==> src/sv/tnn_pkg.sv <==
// ----------------------------------------------------------------------------
// tnn_pkg
// shared constants, types and helpers for the type name normalizer
// ----------------------------------------------------------------------------
package tnn_pkg;

  localparam int CHAR_W           = 16;
  localparam int SUFFIX_DEPTH_DEF = 8;

  localparam logic [CHAR_W-1:0] CH_LOWER_U = CHAR_W'("u");
  localparam logic [CHAR_W-1:0] CH_UPPER_U = CHAR_W'("U");
  localparam logic [CHAR_W-1:0] CH_LOWER_L = CHAR_W'("l");
  localparam logic [CHAR_W-1:0] CH_UPPER_L = CHAR_W'("L");
  localparam logic [CHAR_W-1:0] CH_GT      = CHAR_W'(">");
  localparam logic [CHAR_W-1:0] CH_COMMA   = CHAR_W'(",");
  localparam logic [CHAR_W-1:0] CH_STAR    = CHAR_W'("*");
  localparam logic [CHAR_W-1:0] CH_AMP     = CHAR_W'("&");
  localparam logic [CHAR_W-1:0] CH_LT      = CHAR_W'("<");
  localparam logic [CHAR_W-1:0] CH_LPAREN  = CHAR_W'("(");
  localparam logic [CHAR_W-1:0] CH_UNDER   = CHAR_W'("_");
  localparam logic [CHAR_W-1:0] CH_SPACE   = CHAR_W'(" ");

  typedef enum logic [1:0] {
    SFX_LOWER_U = 2'd0,
    SFX_UPPER_U = 2'd1,
    SFX_LOWER_L = 2'd2,
    SFX_UPPER_L = 2'd3
  } sfx_code_t;

  // one classified input word, as handed from front to back
  typedef struct packed {
    logic [CHAR_W-1:0] ch;
    logic              flush;
    logic              space;
    logic              emit_char;
    logic              last;
    logic              ovf;
  } cmd_t;

  function automatic logic [CHAR_W-1:0] suffix_char(input logic [1:0] code);
    logic [CHAR_W-1:0] c;
    unique case (sfx_code_t'(code))
      SFX_LOWER_U: c = CH_LOWER_U;
      SFX_UPPER_U: c = CH_UPPER_U;
      SFX_LOWER_L: c = CH_LOWER_L;
      SFX_UPPER_L: c = CH_UPPER_L;
      default:     c = CH_LOWER_U;
    endcase
    return c;
  endfunction

endpackage

==> src/sv/tnn_if.sv <==
// ----------------------------------------------------------------------------
// tnn_if
// valid/ready channels for name characters in and normalized words out
// ----------------------------------------------------------------------------
interface tnn_in_if;
  import tnn_pkg::*;

  logic              valid;
  logic              ready;
  logic [CHAR_W-1:0] ch;
  logic              end_of_name;

  modport source(output valid, ch, end_of_name, input ready);
  modport sink(input valid, ch, end_of_name, output ready);
endinterface

interface tnn_out_if;
  import tnn_pkg::*;

  logic              valid;
  logic              ready;
  logic [CHAR_W-1:0] out_char;
  logic              char_valid;
  logic              last_of_name;
  logic              suffix_overflow;

  modport source(output valid, out_char, char_valid, last_of_name, suffix_overflow,
                 input ready);
  modport sink(input valid, out_char, char_valid, last_of_name, suffix_overflow,
               output ready);
endinterface

==> src/sv/tnn_front.sv <==
// ----------------------------------------------------------------------------
// tnn_front
// scans input characters, tracks literal / suffix / whitespace state and
// issues one command per word that produces output
// ----------------------------------------------------------------------------
module tnn_front #(
  parameter int SUFFIX_DEPTH = tnn_pkg::SUFFIX_DEPTH_DEF,
  parameter int ENTRY_W      = $bits(tnn_pkg::cmd_t) + $clog2(SUFFIX_DEPTH + 1)
                               + 2 * SUFFIX_DEPTH
) (
  input  logic               clk,
  input  logic               rst,
  tnn_in_if.sink             din,
  input  logic               q_ready,
  output logic               push,
  output logic [ENTRY_W-1:0] push_data
);
  import tnn_pkg::*;

  localparam int CNT_W = $clog2(SUFFIX_DEPTH + 1);
  localparam int IDX_W = $clog2(SUFFIX_DEPTH);

  typedef enum logic [3:0] {
    MODE_NORMAL = 4'b0001,
    MODE_DIGITS = 4'b0010,
    MODE_SUFFIX = 4'b0100,
    MODE_SPACE  = 4'b1000
  } mode_t;

  mode_t             mode, mode_next;
  logic              prev_ident, prev_ident_next;
  logic [CHAR_W-1:0] last_emitted, last_emitted_next;
  logic              nothing_emitted, nothing_emitted_next;
  logic [CNT_W-1:0]  sfx_cnt, sfx_cnt_next;
  logic              ovf, ovf_next;
  logic [1:0]        sfx_store [SUFFIX_DEPTH];

  logic              accept;
  logic [CHAR_W-1:0] c;
  logic              is_dig, is_alpha, is_ident, is_spc, is_code;
  logic [1:0]        code;
  logic              go_plain, pi_in, drop;
  logic              sfx_we;
  logic [IDX_W-1:0]  sfx_wa;
  logic              ovf_step;
  cmd_t              cmd;
  logic [2*SUFFIX_DEPTH-1:0] sfx_flat;

  assign accept = din.valid && din.ready;
  assign c      = din.ch;

  always_comb begin
    is_dig   = (c >= CHAR_W'("0")) && (c <= CHAR_W'("9"));
    is_alpha = ((c >= CHAR_W'("a")) && (c <= CHAR_W'("z")))
            || ((c >= CHAR_W'("A")) && (c <= CHAR_W'("Z")));
    is_ident = is_dig || is_alpha || (c == CH_UNDER);
    is_spc   = (c == CH_SPACE) || ((c >= CHAR_W'(9)) && (c <= CHAR_W'(13)));
    is_code  = 1'b1;
    code     = SFX_LOWER_U;
    case (c)
      CH_LOWER_U: code = SFX_LOWER_U;
      CH_UPPER_U: code = SFX_UPPER_U;
      CH_LOWER_L: code = SFX_LOWER_L;
      CH_UPPER_L: code = SFX_UPPER_L;
      default:    is_code = 1'b0;
    endcase
  end

  always_comb begin
    mode_next            = mode;
    prev_ident_next      = prev_ident;
    last_emitted_next    = last_emitted;
    nothing_emitted_next = nothing_emitted;
    sfx_cnt_next         = sfx_cnt;
    ovf_next             = ovf;
    cmd                  = '0;
    cmd.ch               = c;
    go_plain             = 1'b0;
    pi_in                = prev_ident;
    drop                 = 1'b0;
    sfx_we               = 1'b0;
    sfx_wa               = '0;

    unique case (mode)
      MODE_DIGITS: begin
        if (is_dig) begin
          cmd.emit_char = 1'b1;
        end else if (is_code) begin
          sfx_cnt_next = CNT_W'(1);
          sfx_we       = 1'b1;
          mode_next    = MODE_SUFFIX;
        end else begin
          mode_next = MODE_NORMAL;
          pi_in     = 1'b0;
          go_plain  = 1'b1;
        end
      end
      MODE_SUFFIX: begin
        if (is_code) begin
          if (sfx_cnt < CNT_W'(SUFFIX_DEPTH)) begin
            sfx_we       = 1'b1;
            sfx_wa       = sfx_cnt[IDX_W-1:0];
            sfx_cnt_next = sfx_cnt + CNT_W'(1);
          end else begin
            ovf_next = 1'b1;
          end
        end else begin
          cmd.flush    = is_ident;
          pi_in        = is_ident;
          sfx_cnt_next = '0;
          mode_next    = MODE_NORMAL;
          go_plain     = 1'b1;
        end
      end
      MODE_SPACE: begin
        if (!is_spc) begin
          drop = (c == CH_GT) || (c == CH_COMMA) || (c == CH_STAR) || (c == CH_AMP)
              || (!nothing_emitted
                  && ((last_emitted == CH_LT) || (last_emitted == CH_LPAREN)));
          cmd.space = !drop;
          mode_next = MODE_NORMAL;
          pi_in     = 1'b0;
          go_plain  = 1'b1;
        end
      end
      MODE_NORMAL: go_plain = 1'b1;
      default:     go_plain = 1'b1;
    endcase

    if (go_plain) begin
      if (is_spc) begin
        mode_next       = MODE_SPACE;
        prev_ident_next = 1'b0;
      end else if (is_dig && !pi_in) begin
        mode_next       = MODE_DIGITS;
        prev_ident_next = pi_in;
        cmd.emit_char   = 1'b1;
      end else begin
        prev_ident_next = is_ident;
        cmd.emit_char   = 1'b1;
      end
    end

    if (cmd.emit_char) begin
      last_emitted_next    = c;
      nothing_emitted_next = 1'b0;
    end

    ovf_step = ovf_next;
    cmd.ovf  = ovf_step;
    cmd.last = din.end_of_name;

    // end of name returns everything to the idle scan state
    if (din.end_of_name) begin
      mode_next            = MODE_NORMAL;
      prev_ident_next      = 1'b0;
      last_emitted_next    = '0;
      nothing_emitted_next = 1'b1;
      sfx_cnt_next         = '0;
      ovf_next             = 1'b0;
    end
  end

  always_comb begin
    for (int i = 0; i < SUFFIX_DEPTH; i++) begin
      sfx_flat[2*i +: 2] = sfx_store[i];
    end
  end

  assign din.ready = q_ready;
  assign push      = accept && (cmd.emit_char || cmd.last);
  assign push_data = {cmd, sfx_cnt, sfx_flat};

  always_ff @(posedge clk) begin
    if (rst) begin
      mode            <= MODE_NORMAL;
      prev_ident      <= 1'b0;
      last_emitted    <= '0;
      nothing_emitted <= 1'b1;
      sfx_cnt         <= '0;
      ovf             <= 1'b0;
    end else if (accept) begin
      mode            <= mode_next;
      prev_ident      <= prev_ident_next;
      last_emitted    <= last_emitted_next;
      nothing_emitted <= nothing_emitted_next;
      sfx_cnt         <= sfx_cnt_next;
      ovf             <= ovf_next;
    end
  end

  always_ff @(posedge clk) begin
    if (accept && sfx_we) begin
      sfx_store[sfx_wa] <= code;
    end
  end

  a_eon_clears: assert property (@(posedge clk) disable iff (rst)
    accept && din.end_of_name |=>
      mode == MODE_NORMAL && nothing_emitted && !ovf && sfx_cnt == '0)
    else $error("scan state not cleared after end of name");

endmodule

==> src/sv/tnn_queue.sv <==
// ----------------------------------------------------------------------------
// tnn_queue
// two-entry command queue between the scanner and the output sequencer
// ----------------------------------------------------------------------------
module tnn_queue #(
  parameter int WIDTH = 32
) (
  input  logic             clk,
  input  logic             rst,
  input  logic             push,
  input  logic [WIDTH-1:0] wdata,
  output logic             ready,
  output logic             valid,
  output logic [WIDTH-1:0] rdata,
  input  logic             pop
);
  logic [WIDTH-1:0] entry [2];
  logic             wr_ptr, rd_ptr;
  logic [1:0]       count;

  assign ready = (count != 2'd2);
  assign valid = (count != 2'd0);
  assign rdata = entry[rd_ptr];

  always_ff @(posedge clk) begin
    if (rst) begin
      wr_ptr <= 1'b0;
      rd_ptr <= 1'b0;
      count  <= 2'd0;
    end else begin
      if (push) begin
        wr_ptr <= !wr_ptr;
      end
      if (pop) begin
        rd_ptr <= !rd_ptr;
      end
      case ({push, pop})
        2'b10:   count <= count + 2'd1;
        2'b01:   count <= count - 2'd1;
        default: count <= count;
      endcase
    end
  end

  always_ff @(posedge clk) begin
    if (push) begin
      entry[wr_ptr] <= wdata;
    end
  end

  a_no_underflow: assert property (@(posedge clk) disable iff (rst)
    pop |-> valid)
    else $error("queue popped while empty");

endmodule

==> src/sv/tnn_back.sv <==
// ----------------------------------------------------------------------------
// tnn_back
// expands each command into output words: held suffix, space, character
// or bare end marker, through a registered output stage
// ----------------------------------------------------------------------------
module tnn_back #(
  parameter int SUFFIX_DEPTH = tnn_pkg::SUFFIX_DEPTH_DEF,
  parameter int ENTRY_W      = $bits(tnn_pkg::cmd_t) + $clog2(SUFFIX_DEPTH + 1)
                               + 2 * SUFFIX_DEPTH
) (
  input  logic               clk,
  input  logic               rst,
  input  logic               q_valid,
  input  logic [ENTRY_W-1:0] q_data,
  output logic               pop,
  tnn_out_if.source          dout
);
  import tnn_pkg::*;

  localparam int CNT_W = $clog2(SUFFIX_DEPTH + 1);
  localparam int IDX_W = $clog2(SUFFIX_DEPTH);

  cmd_t                      hd;
  logic [CNT_W-1:0]          hd_cnt;
  logic [2*SUFFIX_DEPTH-1:0] hd_flat;
  logic [1:0]                hd_sfx [SUFFIX_DEPTH];

  logic [CNT_W-1:0]  sidx;
  logic              sp_done;
  logic              in_sfx, in_sp, final_word, load;
  logic [CHAR_W-1:0] item_char;
  logic              item_cv, item_last;

  logic              out_valid;
  logic [CHAR_W-1:0] out_char;
  logic              out_cv, out_last, out_ovf;

  assign {hd, hd_cnt, hd_flat} = q_data;

  always_comb begin
    for (int i = 0; i < SUFFIX_DEPTH; i++) begin
      hd_sfx[i] = hd_flat[2*i +: 2];
    end
  end

  always_comb begin
    in_sfx     = hd.flush && (sidx < hd_cnt);
    in_sp      = !in_sfx && hd.space && !sp_done;
    final_word = !in_sfx && !in_sp;
    if (in_sfx) begin
      item_char = suffix_char(hd_sfx[sidx[IDX_W-1:0]]);
    end else if (in_sp) begin
      item_char = CH_SPACE;
    end else if (hd.emit_char) begin
      item_char = hd.ch;
    end else begin
      item_char = '0;
    end
    item_cv   = in_sfx || in_sp || hd.emit_char;
    item_last = final_word && hd.last;
  end

  assign load = q_valid && (!out_valid || dout.ready);
  assign pop  = load && final_word;

  always_ff @(posedge clk) begin
    if (rst) begin
      sidx      <= '0;
      sp_done   <= 1'b0;
      out_valid <= 1'b0;
    end else begin
      if (load) begin
        if (final_word) begin
          sidx    <= '0;
          sp_done <= 1'b0;
        end else if (in_sfx) begin
          sidx <= sidx + CNT_W'(1);
        end else begin
          sp_done <= 1'b1;
        end
        out_valid <= 1'b1;
      end else if (dout.ready) begin
        out_valid <= 1'b0;
      end
    end
  end

  always_ff @(posedge clk) begin
    if (load) begin
      out_char <= item_char;
      out_cv   <= item_cv;
      out_last <= item_last;
      out_ovf  <= hd.ovf;
    end
  end

  assign dout.valid           = out_valid;
  assign dout.out_char        = out_char;
  assign dout.char_valid      = out_cv;
  assign dout.last_of_name    = out_last;
  assign dout.suffix_overflow = out_ovf;

  a_sidx_bound: assert property (@(posedge clk) disable iff (rst)
    q_valid && hd.flush |-> sidx <= hd_cnt)
    else $error("suffix index past held count");

  a_marker_last: assert property (@(posedge clk) disable iff (rst)
    out_valid && !out_cv |-> out_last)
    else $error("bare end marker without last flag");

endmodule

==> src/sv/type_name_normalizer.sv <==
// ----------------------------------------------------------------------------
// type_name_normalizer
// normalizes a type name streamed one code unit per word: literal suffixes,
// whitespace runs and end-of-name handling
//
//   channel  dir  fields                                           handshake
//   din      in   ch[15:0], end_of_name                            valid/ready
//   dout     out  out_char[15:0], char_valid, last_of_name,        valid/ready
//                 suffix_overflow
//
// one input word per cycle while the command queue has room; a word that releases a held
// suffix of k characters expands into k+1 output words, a word behind a kept space
// into two, every other word that produces output into one
// input stalls only when the two-entry command queue is full
// synchronous reset clears scan state, queue and output stage; no clearing pass
// ----------------------------------------------------------------------------
module type_name_normalizer #(
  parameter int SUFFIX_DEPTH = tnn_pkg::SUFFIX_DEPTH_DEF
) (
  input  logic       clk,
  input  logic       rst,
  tnn_in_if.sink     din,
  tnn_out_if.source  dout
);
  import tnn_pkg::*;

  localparam int ENTRY_W = $bits(cmd_t) + $clog2(SUFFIX_DEPTH + 1) + 2 * SUFFIX_DEPTH;

  logic               push, q_ready, q_valid, pop;
  logic [ENTRY_W-1:0] push_data, q_data;

  tnn_front #(
    .SUFFIX_DEPTH(SUFFIX_DEPTH),
    .ENTRY_W     (ENTRY_W)
  ) u_front (
    .clk      (clk),
    .rst      (rst),
    .din      (din),
    .q_ready  (q_ready),
    .push     (push),
    .push_data(push_data)
  );

  tnn_queue #(
    .WIDTH(ENTRY_W)
  ) u_queue (
    .clk  (clk),
    .rst  (rst),
    .push (push),
    .wdata(push_data),
    .ready(q_ready),
    .valid(q_valid),
    .rdata(q_data),
    .pop  (pop)
  );

  tnn_back #(
    .SUFFIX_DEPTH(SUFFIX_DEPTH),
    .ENTRY_W     (ENTRY_W)
  ) u_back (
    .clk    (clk),
    .rst    (rst),
    .q_valid(q_valid),
    .q_data (q_data),
    .pop    (pop),
    .dout   (dout)
  );

endmodule
==> src/flat_wrapper.sv <==
// flat-port wrapper written by rule: the top's interface ports become plain ports
module type_name_normalizer_flat import tnn_pkg::*;
#(
  parameter int SUFFIX_DEPTH = tnn_pkg::SUFFIX_DEPTH_DEF
)
  (clk, rst, din_valid, din_ch, din_end_of_name, din_ready, dout_valid, dout_out_char, dout_char_valid, dout_last_of_name, dout_suffix_overflow, dout_ready);
  tnn_in_if din_i ();
  tnn_out_if dout_i ();
  input  logic clk;
  input  logic rst;
  input wire logic [$bits(din_i.valid)-1:0] din_valid;
  input wire logic [$bits(din_i.ch)-1:0] din_ch;
  input wire logic [$bits(din_i.end_of_name)-1:0] din_end_of_name;
  output wire logic [$bits(din_i.ready)-1:0] din_ready;
  output wire logic [$bits(dout_i.valid)-1:0] dout_valid;
  output wire logic [$bits(dout_i.out_char)-1:0] dout_out_char;
  output wire logic [$bits(dout_i.char_valid)-1:0] dout_char_valid;
  output wire logic [$bits(dout_i.last_of_name)-1:0] dout_last_of_name;
  output wire logic [$bits(dout_i.suffix_overflow)-1:0] dout_suffix_overflow;
  input wire logic [$bits(dout_i.ready)-1:0] dout_ready;
  assign din_i.valid = din_valid;
  assign din_i.ch = din_ch;
  assign din_i.end_of_name = din_end_of_name;
  assign din_ready = din_i.ready;
  assign dout_valid = dout_i.valid;
  assign dout_out_char = dout_i.out_char;
  assign dout_char_valid = dout_i.char_valid;
  assign dout_last_of_name = dout_i.last_of_name;
  assign dout_suffix_overflow = dout_i.suffix_overflow;
  assign dout_i.ready = dout_ready;
  type_name_normalizer #(.SUFFIX_DEPTH(SUFFIX_DEPTH)) u_core (.clk(clk), .rst(rst), .din(din_i), .dout(dout_i));
endmodule
==> config.mk <==
export PLATFORM = sky130hd
export DESIGN_NAME = type_name_normalizer_flat
export DESIGN_NICKNAME = d
export VERILOG_FILES = /design/src/sv/tnn_pkg.sv /design/src/sv/tnn_if.sv /design/src/sv/tnn_front.sv /design/src/sv/tnn_queue.sv /design/src/sv/tnn_back.sv /design/src/sv/type_name_normalizer.sv /design/src/flat_wrapper.sv
export SDC_FILE = /design/constraint.sdc
export NUM_CORES = 1
export LEC_CHECK = 0
export BUFFER_PORTS_ARGS = -buffer_cell sky130_fd_sc_hd__buf_2
export CAP_MARGIN = 25
export CORE_MARGIN = 2
export CORE_UTILIZATION = 53
export CTS_BUF_LIST = sky130_fd_sc_hd__clkbuf_4 sky130_fd_sc_hd__clkbuf_8
export DETAILED_ROUTE_END_ITERATION = 10
export GPL_ROUTABILITY_DRIVEN = 0
export PLACE_DENSITY = 0.75
export RECOVER_POWER = 25
export SLEW_MARGIN = 25
export SYNTH_ARGS = -nofsm -noshare
export SYNTH_HDL_FRONTEND = slang
export SYNTH_SLANG_ARGS = --single-unit
==> constraint.sdc <==
create_clock -name clk -period 5.3 [get_ports clk]
set_input_delay 1.06 -clock clk [delete_from_list [all_inputs] [get_ports clk]]
set_output_delay 1.06 -clock clk [all_outputs]
set_load 0.1 [all_outputs]
==> results.rst, run 1 <==
.. list-table::
   :header-rows: 1

   * - Metric
     - Value
   * - Die width
     - 114.9 µm
   * - All-layer global routing usage
     - 0.1953
   * - Post-Synthesis Cells
     - 467
   * - Clk pin slew, worst setup/hold paths
     - 80 ps
   * - Cell total after placement
     - 637
   * - Post-Route Utilization
     - 0.6014
   * - R2R depth
     - 9
   * - Post-layout min period
     - 3630 ps
   * - P per Cell Area
     - 515.0 mW/mm²
   * - Result of the run
     - finished clean
   * - Worst hold path stage count
     - 0
   * - Antenna diodes
     - 0
   * - Cts bufs inserted
     - 17
   * - Number of global-route vias before repair
     - 3,781
   * - Overall routed net length
     - 12.29 mm
   * - Overall die area
     - 0.01321 mm²
   * - Count of endpoints failing setup in the final report
     - 0
   * - Fraction of registers with async set or reset after synthesis
     - 0
   * - Number of levels the H-tree was split into
     - 4
   * - Worst Clk Skew
     - 8.791 ps
   * - Total power consumption of the routed design
     - 0.003720 W
   * - Final-layout setup total negative slack
     - 0 ps
   * - Cells resized by post-CTS repair
     - 0
   * - Endpoint class of the critical path
     - register
   * - Remaining Overflow, GRT
     - 0
   * - Wire length of the first global-routing pass
     - 19.42 mm
   * - Count of non-filler cells in the finished layout
     - 669
   * - CTS Root Buffer Type
     - clkbuf_8
   * - DRC violations left
     - 0
   * - Overall die height
     - 114.9 µm
   * - Antenna violations before repair
     - 0
   * - HPWL after DPL
     - 8.484 mm
   * - Number of max-cap violations
     - 0
   * - Final ANT Viol Nets
     - 0
   * - Setup repair after global routing missed its margin
     - no
   * - Largest buffer count on any clock path
     - 2
   * - Total iterations of the first detailed-routing run
     - 5
   * - Largest net degree at the start of global routing
     - 26
   * - Vias
     - 4,055
   * - Static power due to leakage
     - 2.273 nW
   * - First-iteration detailed-routing DRC count
     - 383
   * - Endpoint required time on the critical path
     - 5450 ps
   * - Achievable Freq
     - 0.2755 GHz
   * - Relative slew slack
     - 0.4416
   * - Transition time of the tightest slew-check pin
     - 836.6 ps
   * - Post-synthesis sequential element count
     - 155
   * - Number of clock sinks
     - 155
   * - Ratio of final minimum period to clock period
     - 0.6849
   * - Insertion delay of the later-clocked pin in the worst-skew pair
     - 450 ps
   * - Core box area
     - 0.01201 mm²
   * - Crit Path Max Fanout
     - 24
   * - Sequential element share of the synthesized area
     - 0.6554
   * - Post-CTS setup buffer count
     - 0
   * - Post-synth cell types
     - 70
   * - Launching element type of the critical path
     - input port
   * - Mapped Avg Cell Area
     - 13.96 µm²
   * - Post-synth design cell area
     - 0.006521 mm²
   * - FP Rows
     - 40
   * - Via density per instance
     - 6.061
   * - CTS tree
     - built
   * - Type of the worst setup path
     - in -> reg
   * - Quantity of hold-fixing buffers added after cts
     - 0
   * - Maximum cell stage delay along the critical path
     - 620 ps
   * - Hold WC Path Type
     - reg -> reg
   * - Number of enable flip-flop cells after synthesis
     - 117
   * - Final-report max-slew violation count
     - 0
   * - Ordered cell list for the critical path
     - clkbuf_1, and3b_1, o2111ai_2, nor2_1, o21ai_4, nand2_1, nor2_4, buf_4
   * - Syn_nets
     - 494
   * - Starting Density
     - 0.5429
   * - Total I/O pin count
     - 42
   * - Post-synthesis to final-layout area growth
     - 10.76%
   * - Number of failing hold endpoints at the final stage
     - 0
   * - Peak VDD IR
     - 277.1 µV
   * - Yosys warning total
     - 0
   * - Fraction of final layout cells sized beyond drive strength 1
     - 0.1667
   * - Worst path arrival time
     - 3780 ps
   * - Ys flop type
     - edfxtp_1
   * - Routed wire length per instance
     - 18.36 µm
   * - Buffers added on ports
     - 41
   * - # nets final
     - 536
   * - Slowest stage cell, crit path
     - nor2_4
[cells in the final DEF (no fill, tap or decap), drive strengths merged, types with 5 or more instances in the layout]
master	Yosys	layout
edfxtp	117	117
nor2	39	39
dfxtp	38	38
clkbuf	8	34
buf	15	29
mux2i	24	24
nand2	21	21
o21ai	21	21
nor3	19	19
a22o	17	17
a21oi	16	16
inv	8	11
mux4	10	10
nor4	10	10
nand2b	8	8
nand3	8	8
ha	6	6
clkinv	1	6
and2	5	5
nor4b	5	5
[path summary, 6_finish.rpt]
check	start	end	slack [ps]
hold reg to reg	u_core.u_front.sfx_store[3][1]	u_core.u_queue.entry[0][7]	450
setup reg to reg	register	u_core.u_queue.count[1]	1970
setup / recovery	din_ch[3]	u_core.u_queue.entry[0][33]	1670
hold / removal	u_core.u_front.sfx_store[3][1]	u_core.u_queue.entry[0][7]	450
[where the power goes]
part	internal [W]	leakage, nW	switching (W)	total (W)
registers	0.00154	1.28	0.0000815	0.00162
logic	0.000257	0.800	0.000950	0.00121
clock network	0.000464	0.194	0.000429	0.000894
total	0.00226	2.27	0.00146	0.00372
[critical path: cells and delay by family]
kind            cells  cell delay, ps
compound gates      2             740
buf+inv             2             730
simple gates        4            1240
[layer usage]
metal | vias up | wire (µm) | GRT usage
met1 | 1987 | 5561 | 0.2684
met3 | 21 | 617 | 0.04217
met5 | - | 0 | 0
met4 | 0 | 223 | 0.07871
li1 | 1911 | - | -
met2 | 136 | 5882 | 0.3063
[sequential cells by signal, summed over array words and instances, names as in the netlist, named ones only]
signal                              flops
u_core.u_queue.wr_ptr                   1
u_core.u_queue.rd_ptr                   1
u_core.u_back.sp_done                   1
u_core.u_back.dout.last_of_name         1
u_core.u_front.ovf                      1
u_core.u_front.sfx_cnt                  4
u_core.u_back.sidx                      4
u_core.u_back.dout.out_char            16
u_core.u_queue.count                    2
u_core.u_front.mode                     4
u_core.u_back.dout.valid                1
u_core.u_front.last_emitted            16
u_core.u_queue.entry                   82
u_core.u_front.prev_ident               1
u_core.u_front.sfx_store               16
u_core.u_back.dout.suffix_overflow      1
u_core.u_front.nothing_emitted          1
u_core.u_back.dout.char_valid           1
[synthesized netlist by cell type (all sizes together), types with 3 or more instances]
cell	instances	area share
o22ai	3	0.0029
mux2	4	0.0069
nand2	21	0.012
and2	5	0.0048
dfxtp	38	0.12
nand2b	8	0.0077
mux2i	24	0.037
o211ai	3	0.0042
nor2	39	0.023
nand3	8	0.0061
mux4	10	0.035
ha	6	0.012
clkbuf	8	0.0046
a31oi	3	0.0029
nor4	10	0.012
o21ai	21	0.018
o31ai	4	0.0046
buf	15	0.015
a22o	17	0.023
nor4b	5	0.0090
o21a	3	0.0035
a21oi	16	0.015
nor3b	3	0.0035
inv	8	0.0046
nand3b	4	0.0046
edfxtp	117	0.54
nor3	19	0.015
nand4	4	0.0038
[per-stage QoR]
step	worst slack [ps]	hold slack (ps)	cell area (µm²)
3_5_place_dp	1421	434.0	6838
2_1_floorplan	1030	421.5	6521
3_3_place_gp	1484	429.8	6838
5_1_grt	1456	465.8	7223
4_1_cts	1897	449.4	7244
6_report	1670	449.3	7223
[layout make-up]
| type | instances | area [µm²] |
|---|---|---|
| fillers | 939 | 4788 |
| flip-flops and latches | 155 | 4275 |
| multi-input cells | 280 | 2102 |
| clock buffers | 17 | 234.0 |
| repair buffers | 46 | 221.5 |
| well taps | 147 | 183.9 |
| clock inverters | 15 | 172.7 |
| inverters | 9 | 33.78 |
[cells by family (layout without fill, tap and decap cells)]
logic type | after synthesis | in the layout | synth area share
flip-flops | 155 | 155 | 0.6554
AND/OR/NAND/NOR | 137 | 137 | 0.1138
AO/OA/AOI/OAI | 95 | 95 | 0.1111
multiplexers | 38 | 38 | 0.07828
buffers and inverters | 32 | 87 | 0.02456
adder cells (fa/ha/maj) | 6 | 6 | 0.01151
XOR/XNOR | 4 | 4 | 0.005373
(Power assumes the default switching activity.)
==> run 2, diff against run 1 <==
--- a/config.mk
+++ b/config.mk
@@ -12,7 +12,7 @@
 export CTS_BUF_LIST = sky130_fd_sc_hd__clkbuf_4 sky130_fd_sc_hd__clkbuf_8
 export DETAILED_ROUTE_END_ITERATION = 10
 export GPL_ROUTABILITY_DRIVEN = 0
-export PLACE_DENSITY = 0.75
+export PLACE_DENSITY = 0.78
 export RECOVER_POWER = 25
 export SLEW_MARGIN = 25
 export SYNTH_ARGS = -nofsm -noshare
==> constraint.sdc (replaced) <==
create_clock -name clk -period 3.1 [get_ports clk]
set_input_delay 0.62 -clock clk [delete_from_list [all_inputs] [get_ports clk]]
set_output_delay 0.62 -clock clk [all_outputs]
set_load 0.1 [all_outputs]
==> results.rst, run 2 (synthesis results as in run 1) <==
.. list-table::
   :header-rows: 1

   * - Metric
     - Value
   * - Most frequent standard cell in the layout excluding fill and tap cells
     - edfxtp_1
   * - Transition time of the tightest slew-check pin
     - 1039 ps
   * - # nets final
     - 547
   * - Cell total after placement
     - 648
   * - Endpoint required time on the critical path
     - 3470 ps
   * - Antenna diodes
     - 0
   * - Post-Route Utilization
     - 0.6106
   * - Cts bufs inserted
     - 17
   * - Achievable Freq
     - 0.3600 GHz
   * - Vias
     - 4,189
   * - Die width
     - 114.9 µm
   * - Most flop-heavy register
     - u_core.u_queue.entry
   * - Total iterations of the first detailed-routing run
     - 6
   * - Post-layout min period
     - 2778 ps
   * - Insertion delay of the later-clocked pin in the worst-skew pair
     - 450 ps
   * - Worst path arrival time
     - 3150 ps
   * - Via density per instance
     - 6.160
   * - Final-layout setup total negative slack
     - 0 ps
   * - Worst Clk Skew
     - 14.22 ps
   * - DRC violations left
     - 0
   * - Fraction of final layout cells sized beyond drive strength 1
     - 0.1820
   * - CTS tree
     - built
   * - Post-route design area
     - 0.007335 mm²
   * - Overall routed net length
     - 12.87 mm
   * - Final-report max-slew violation count
     - 0
   * - Buffers added on ports
     - 41
   * - Crit Path Max Fanout
     - 23
   * - Number of failing hold endpoints at the final stage
     - 0
   * - Number of levels the H-tree was split into
     - 4
   * - All-layer global routing usage
     - 0.2103
   * - First-iteration detailed-routing DRC count
     - 512
   * - Hold WC Path Type
     - reg -> reg
   * - Final ANT Viol Nets
     - 0
   * - Placed standard-cell area
     - 0.006945 mm²
   * - Post-CTS setup buffer count
     - 0
   * - Remaining Overflow, GRT
     - 0
   * - Most frequent cells in the layout
     - edfxtp_1 (117), dfxtp_1 (37), nor2_1 (36)
   * - Post-synthesis to final-layout area growth
     - 12.47%
   * - Result of the run
     - finished clean
   * - Antenna violations before repair
     - 0
   * - P per Cell Area
     - 882.8 mW/mm²
   * - Setup repair after global routing missed its margin
     - no
   * - Number of clock sinks
     - 155
   * - Routed wire length per instance
     - 18.93 µm
   * - FP Rows
     - 40
   * - Number of max-cap violations
     - 0
   * - Starting Density
     - 0.5429
   * - Relative slew slack
     - 0.3074
   * - Overall die area
     - 0.01321 mm²
   * - Core box area
     - 0.01201 mm²
   * - CTS Root Buffer Type
     - clkbuf_8
   * - Launching element type of the critical path
     - register
   * - Wire length of the first global-routing pass
     - 20.96 mm
   * - Quantity of hold-fixing buffers added after cts
     - 0
   * - Number of global-route vias before repair
     - 4,092
   * - Total power consumption of the routed design
     - 0.006475 W
   * - Cells resized by post-CTS repair
     - 0
   * - Largest buffer count on any clock path
     - 2
   * - Overall die height
     - 114.9 µm
   * - Static power due to leakage
     - 2.335 nW
   * - Endpoint class of the critical path
     - register
   * - Peak VDD IR
     - 394.4 µV
   * - Ratio of final minimum period to clock period
     - 0.8962
   * - Count of endpoints failing setup in the final report
     - 0
   * - Count of non-filler cells in the finished layout
     - 680
   * - HPWL after DPL
     - 8.784 mm
   * - Largest net degree at the start of global routing
     - 42
   * - Total I/O pin count
     - 42
   * - Max reg flops
     - 82
   * - Type of the worst setup path
     - reg -> reg
   * - Clk pin slew, worst setup/hold paths
     - 90 ps
[run 2: layout make-up]
class	count	area, µm²
Fill cell	922	4677
Sequential cell	155	4275
Multi-Input combinational cell	280	2102
Timing Repair Buffer	57	324.1
Clock buffer	19	249.0
Tap cell	147	183.9
Clock inverter	13	166.4
Inverter	9	33.78
[run 2: worst paths after layout]
path / from / to / slack (ps) / cells past startpoint
worst max-delay path: register / u_core.u_queue.count[1] / 320 / 10
worst max register to register: register / u_core.u_queue.count[1] / 320 / 10
worst min register to register: u_core.u_front.sfx_store[5][1] / u_core.u_queue.entry[0][11] / 450 / 0
worst min-delay path: u_core.u_front.sfx_store[5][1] / u_core.u_queue.entry[0][11] / 450 / 0
[run 2: critical path: stages (launching register included)]
cell,delay (ps)
dfxtp_2,410
buf_4,380
mux2i_1,270
ha_1,180
nor2_1,50
buf_4,160
a211oi_1,270
buf_4,200
ha_1,260
or3_1,370
a21oi_1,140
[run 2: stage by stage]
step,hold WS [ps],worst slack [ps]
global route,449.2,168.5
finish,455.0,321.9
floorplan,421.5,-301.1
detailed placement,438.9,288.9
global placement,425.9,338.8
CTS,374.8,316.7
[run 2: power by group]
part / internal [W] / total (W) / leakage (nW) / switching [W]
sequential: 0.00262 / 0.00273 / 1.28 / 0.000106
combinational: 0.000494 / 0.00218 / 0.855 / 0.00169
clock: 0.000818 / 0.00156 / 0.201 / 0.000741
total: 0.00394 / 0.00647 / 2.33 / 0.00254
[run 2: per-layer routing]
metal	wire [µm]	global-route usage	part of all wire
met2	6251	0.3282	0.49
met1	5524	0.2885	0.43
met5	0	0	0
met4	228	0.07711	0.018
met3	869	0.05324	0.068
